--- config.mk ---
export PLATFORM = sky130hd
export DESIGN_NAME = tsb_update
export DESIGN_NICKNAME = d
export VERILOG_FILES = /design/src/hdl/tsb_pkg.sv /design/src/hdl/tsb_update.sv
export SDC_FILE = /design/constraint.sdc
export NUM_CORES = 1
export LEC_CHECK = 0
export BUFFER_PORTS_ARGS = -buffer_cell sky130_fd_sc_hd__buf_2
export CELL_PAD_IN_SITES_DETAIL_PLACEMENT = 0
export CELL_PAD_IN_SITES_GLOBAL_PLACEMENT = 1
export CORE_AREA = 2 2 285 287
export DETAILED_ROUTE_END_ITERATION = 8
export DIE_AREA = 0 0 287 289
export PLACE_DENSITY_LB_ADDON = 0.3
export SLEW_MARGIN = 15
export SYNTH_ARGS = -nofsm -noshare
export SYNTH_HDL_FRONTEND = slang
export SYNTH_SLANG_ARGS = --single-unit
--- constraint.sdc ---
create_clock -name vclk -period 9
set_clock_uncertainty 0.1 [all_clocks]
set_input_delay 1.35 -clock vclk [all_inputs]
set_output_delay 1.35 -clock vclk [all_outputs]
set_load 0.03 [all_outputs]
--- src/hdl/tsb_pkg.sv ---
// tsb_pkg: types, event kinds and helpers for the indexed start/stop timer bank
// no dependencies; used by tsb_update, tsb_bank and indexed_start_stop_timer_bank
`timescale 1ns / 1ps

package tsb_pkg;

	typedef enum logic [1:0] {
		KIND_START = 2'd0,
		KIND_STOP  = 2'd1,
		KIND_CLEAR = 2'd2,
		KIND_NONE  = 2'd3
	} tsb_kind_t;

	localparam logic [31:0] CNT_MAX = 32'hFFFF_FFFF;

	typedef struct packed {
		logic [1:0]  cmd;
		logic [5:0]  timer_id;
		logic [63:0] event_time;
	} tsb_req_t;

	typedef struct packed {
		logic [5:0]  timer_echo;
		logic        out_of_order;
		logic [63:0] total_time;
		logic [31:0] bad_sequence_total;
		logic [31:0] start_total;
		logic [31:0] stop_total;
		logic [31:0] clear_total;
	} tsb_rsp_t;

	// per-timer entry of the statistics memory
	typedef struct packed {
		tsb_kind_t   last_kind;
		logic [63:0] elapsed_sum;
		logic [31:0] misorder_count;
		logic [31:0] start_count;
		logic [31:0] stop_count;
		logic [31:0] clear_count;
	} tsb_stat_t;

	localparam tsb_stat_t STAT_RESET = '{
		last_kind:      KIND_NONE,
		elapsed_sum:    64'd0,
		misorder_count: 32'd0,
		start_count:    32'd0,
		stop_count:     32'd0,
		clear_count:    32'd0
	};

	function automatic logic [31:0] sat_inc(input logic [31:0] v);
		sat_inc = (v == CNT_MAX) ? v : v + 32'd1;
	endfunction

endpackage

--- src/hdl/tsb_update.sv ---
// tsb_update: next-entry and result logic for one timer event
// depends on tsb_pkg
`timescale 1ns / 1ps

module tsb_update (
	input  tsb_pkg::tsb_req_t  req,
	input  logic               in_range,
	input  tsb_pkg::tsb_stat_t stat_rd,
	input  logic [63:0]        stamp_rd,
	output logic               stat_we,
	output tsb_pkg::tsb_stat_t stat_wd,
	output logic               stamp_we,
	output tsb_pkg::tsb_rsp_t  rsp
);

	logic bad;
	logic stamp_take;

	always_comb begin
		stat_wd    = stat_rd;
		bad        = 1'b0;
		stamp_take = 1'b0;
		case (req.cmd)
			tsb_pkg::KIND_START: begin
				if (stat_rd.last_kind == tsb_pkg::KIND_START) begin
					bad = 1'b1;
				end else begin
					stamp_take = 1'b1;
				end
				stat_wd.start_count = tsb_pkg::sat_inc(stat_rd.start_count);
				stat_wd.last_kind   = tsb_pkg::KIND_START;
			end
			tsb_pkg::KIND_STOP: begin
				if (stat_rd.last_kind != tsb_pkg::KIND_START) begin
					bad = 1'b1;
				end else begin
					stat_wd.elapsed_sum = stat_rd.elapsed_sum + (req.event_time - stamp_rd);
				end
				stat_wd.stop_count = tsb_pkg::sat_inc(stat_rd.stop_count);
				stat_wd.last_kind  = tsb_pkg::KIND_STOP;
			end
			tsb_pkg::KIND_CLEAR: begin
				stat_wd.elapsed_sum = 64'd0;
				stat_wd.clear_count = tsb_pkg::sat_inc(stat_rd.clear_count);
				stat_wd.last_kind   = tsb_pkg::KIND_CLEAR;
			end
			default: begin
			end
		endcase
		if (bad) begin
			stat_wd.misorder_count = tsb_pkg::sat_inc(stat_rd.misorder_count);
		end
	end

	assign stat_we  = in_range && (req.cmd != tsb_pkg::KIND_NONE);
	assign stamp_we = in_range && stamp_take;

	always_comb begin
		rsp            = '0;
		rsp.timer_echo = req.timer_id;
		if (in_range) begin
			rsp.out_of_order       = bad;
			rsp.total_time         = stat_wd.elapsed_sum;
			rsp.bad_sequence_total = stat_wd.misorder_count;
			rsp.start_total        = stat_wd.start_count;
			rsp.stop_total         = stat_wd.stop_count;
			rsp.clear_total        = stat_wd.clear_count;
		end
	end

endmodule

Word level (Yosys, flattened, before mapping)
Cells that the tools add are included.
- add/subtract/negate cells: 6
- equal/unequal tests: 7
- mux-type cells: 17
- reduce and logical (&&, ||, !) cells: 5
- operators by type and width (operator ; number):
    $mux 32 ; 8
    $mux 193 ; 1
    $add 32x1->32 const B ; 4
    $eq 32x32->1 const B ; 4
    $pmux 64 s2 ; 1
    $add 64x64->64 ; 1
    $mux 64 ; 1
    $sub 64x64->64 ; 1
    $pmux 2 s3 ; 1
    $logic_not 2->1 ; 2
    $mux 1 ; 4
    $eq 2x1->1 const B ; 1
    $eq 2x2->1 const B ; 1
    $logic_and 1x1->1 ; 2
    $ne 2x2->1 const B ; 1
    $pmux 1 s2 ; 1
    $reduce_bool 2->1 ; 1
- bits in registers: 0
- input bits: 331
- output and inout bits: 395

Logic depth before layout (Yosys ltp)
- word-level depth: 5
- depth in mapped cells: 14
- depth with buffers taken out: 14

Worst setup path after synthesis
Ideal clock, no wire load.
- path type: input port to output port
- start: in req[1] (netlist bit)
- end: out rsp[173] (netlist bit)
- arrival time: 4.873 ns
- path slack: 2.677 ns
- stages on the path: 13
- buffers on the path: 0
- cells stage by stage: inv_1 -> fa_1 -> inv_1 -> ha_1 -> a211oi_1 -> o21ai_0 -> a21oi_1 -> nand3_1 -> a2111o_1 -> a31oi_1 -> xor2_1 -> o21ai_0 -> and2_1
- RTL lines (element ; RTL line ; text):
    start, declared ; tsb_update.sv:6 ; input tsb_pkg::tsb_req_t req,
    end, declared ; tsb_update.sv:13 ; output tsb_pkg::tsb_rsp_t rsp

==> reports/metrics.cfg <==
[final_layout]
seq_cells=0
area_growth_pct=42.55
clockBufferCount=0
drive_gt1_share_pct=33.17
postLayoutCellArea_sq_um=15610
fillers=9367
fin_nets=2759
multi_input_area_sq_um=9549
regArea_sq_um=0

[placed_design]
place_area_sq_um=15590
hpwl_um=62800
pre_cts_ws_ns=1.963
port_buffers=714
place.gp.congestion=0.9062

[detailed_routing]
drc_errors=0
dr.pass1.iters=5
viasPerCell=4.088
first_iter_violations=609
wirelength_um=70720
vias=13720
ant_nets=0
wl_per_cell_um=21.07

[synth]
synth_fp_nets=2110
synth_area_leader_cell=fa_1
syn_area_sq_um=10950
synth_area_per_cell_sq_um=6.659
yosysTopAreaCellShare_pct=11.52
synthTopCellsByArea=fa_1 12%, inv_1 9.9%, and2_1 9.8%, xnor2_1 9.2%, ha_1 8.2%
ys_warn_count=0
syn_inst=1644
yosysSeqAreaShare_pct=0
ys_types=81

[timing]
period_minus_slack_ns=6.939
slew_viol_final=0
whs_ns=2.600
fin_ws_ns=2.061
fmax_ghz=0.1441
fin_tns_setup_ns=0
finalCritPeriodShare_pct=77.10
finalSetupViolCount=0
tightestPinTransition_ns=1.013
max_slew_margin_pct=32.47
rsz0062_at_grt=false
hold_viol_final=0

[global_routing]
grt_antenna_before_repair=17
grt_pass1_wl_um=97350
globalRoute.totalOverflow=0
grt_max_degree=90
grt_util_all_layers_pct=15.91
grt_pass1_vias=13770

[worst_setup_path]
arrival_ns=5.49
cp-startpoint=req[1]
start_kind=input port
cp_max_fo=5
end_kind=primary output
crit_type=in2out
required_ns=7.55

[die]
die_area_sq_um=82940
fp.dieH_um=289
fp.dieW_um=287
initial_core_util_pct=13.70
rows=104
design.core.area_sq_um=79900
io_pins=726

[hold_path]
hp-start=req[66]
hold_path_class=in2out

[clock_tree]
cts-resized-gates=0
ctsHoldBuffers=0
post-cts-setup-buffer-count=0

[outcome]
status=finished, final reports clean

[run]
drv_cap=0

[metal layers]
layer  vias up  track usage (%)  routed length, um
met5         -                0                 65
met4        12            2.305               1119
met3        43            2.874               4279
met2       455            28.45              34630
met1      6438            20.21              30630
li1       6773                -                  -
[cell families (layout without fill, tap and decap cells)]
group / Yosys count / in the layout / share of synthesized area [%]
AO/OA/AOI/OAI: 330 / 330 / 21.45
XOR/XNOR: 178 / 178 / 14.24
adder cells (fa/ha/maj): 135 / 135 / 19.75
buffers and inverters: 363 / 1010 / 12.89
multiplexers: 8 / 8 / 0.8001
other: 0 / 5 / 0
AND/OR/NAND/NOR: 630 / 630 / 30.86
[synthesized netlist by cell type (all sizes together), types with 3 or more instances]
| cell | instances |
|---|---|
| ha | 72 |
| o41ai | 3 |
| a221o | 5 |
| o22ai | 3 |
| nor4 | 12 |
| o211ai | 9 |
| o21a | 6 |
| or3 | 8 |
| mux2 | 6 |
| a31oi | 9 |
| nand2 | 148 |
| and3 | 30 |
| and2 | 172 |
| a21boi | 11 |
| nand4 | 45 |
| nor2b | 5 |
| and4 | 18 |
| a21o | 30 |
| nor2 | 80 |
| o31ai | 13 |
| a22o | 63 |
| a21oi | 74 |
| inv | 288 |
| o21bai | 12 |
| or4 | 4 |
| fa | 63 |
| a211oi | 5 |
| nand3 | 75 |
| or2 | 3 |
| o21ai | 65 |
| nor3 | 25 |
| xnor2 | 115 |
| buf | 17 |
| clkbuf | 58 |
| xor2 | 63 |
[critical path, stage by stage]
cell	delay [ns]
buf_2	0.08
inv_1	0.07
fa_1	0.53
inv_1	0.06
ha_1	0.31
a211oi_1	0.32
o21ai_0	0.32
a21oi_1	0.25
nand3_1	0.30
a2111o_1	0.60
a311oi_1	0.54
nor2_1	0.14
xor2_1	0.26
a22o_1	0.16
buf_2	0.19
[path summary, 6_finish.rpt]
| check | end | cells past startpoint |
|---|---|---|
| max | stat_wd[181] | 15 |
| min | rsp[195] | 0 |
[stage by stage]
step	cells	util (%)
after global placement	3351	19.52
final	3356	19.53
after floorplan	1644	-
after detailed placement	3351	19.52
after CTS	3351	19.52
after global routing	3354	19.53
[cells in the final DEF, fill, tap and decap left out, drive strengths merged, types with 5 or more instances in the layout]
master  count
buf       722
or3         8
o21bai     12
nand3      75
and3       30
nand4      45
nor4       12
inv       288
a31oi       9
fa         63
o211ai      9
nor2b       5
a21oi      74
nor2       80
xor2       63
a22o       63
a211oi      5
ha         72
xnor2     115
mux2        6
diode       5
a21boi     11
o31ai      13
a221o       5
and2      172
nand2     148
nor3       25
o21ai      65
o21a        6
and4       18
a21o       30
[area by class of cell]
cell class	count	share of cell area (%)
Inverter	288	6.928
Timing Repair Buffer	722	23.30
Tap cell	1060	8.499
Multi-Input combinational cell	1281	61.19
Antenna cell	5	0.08018
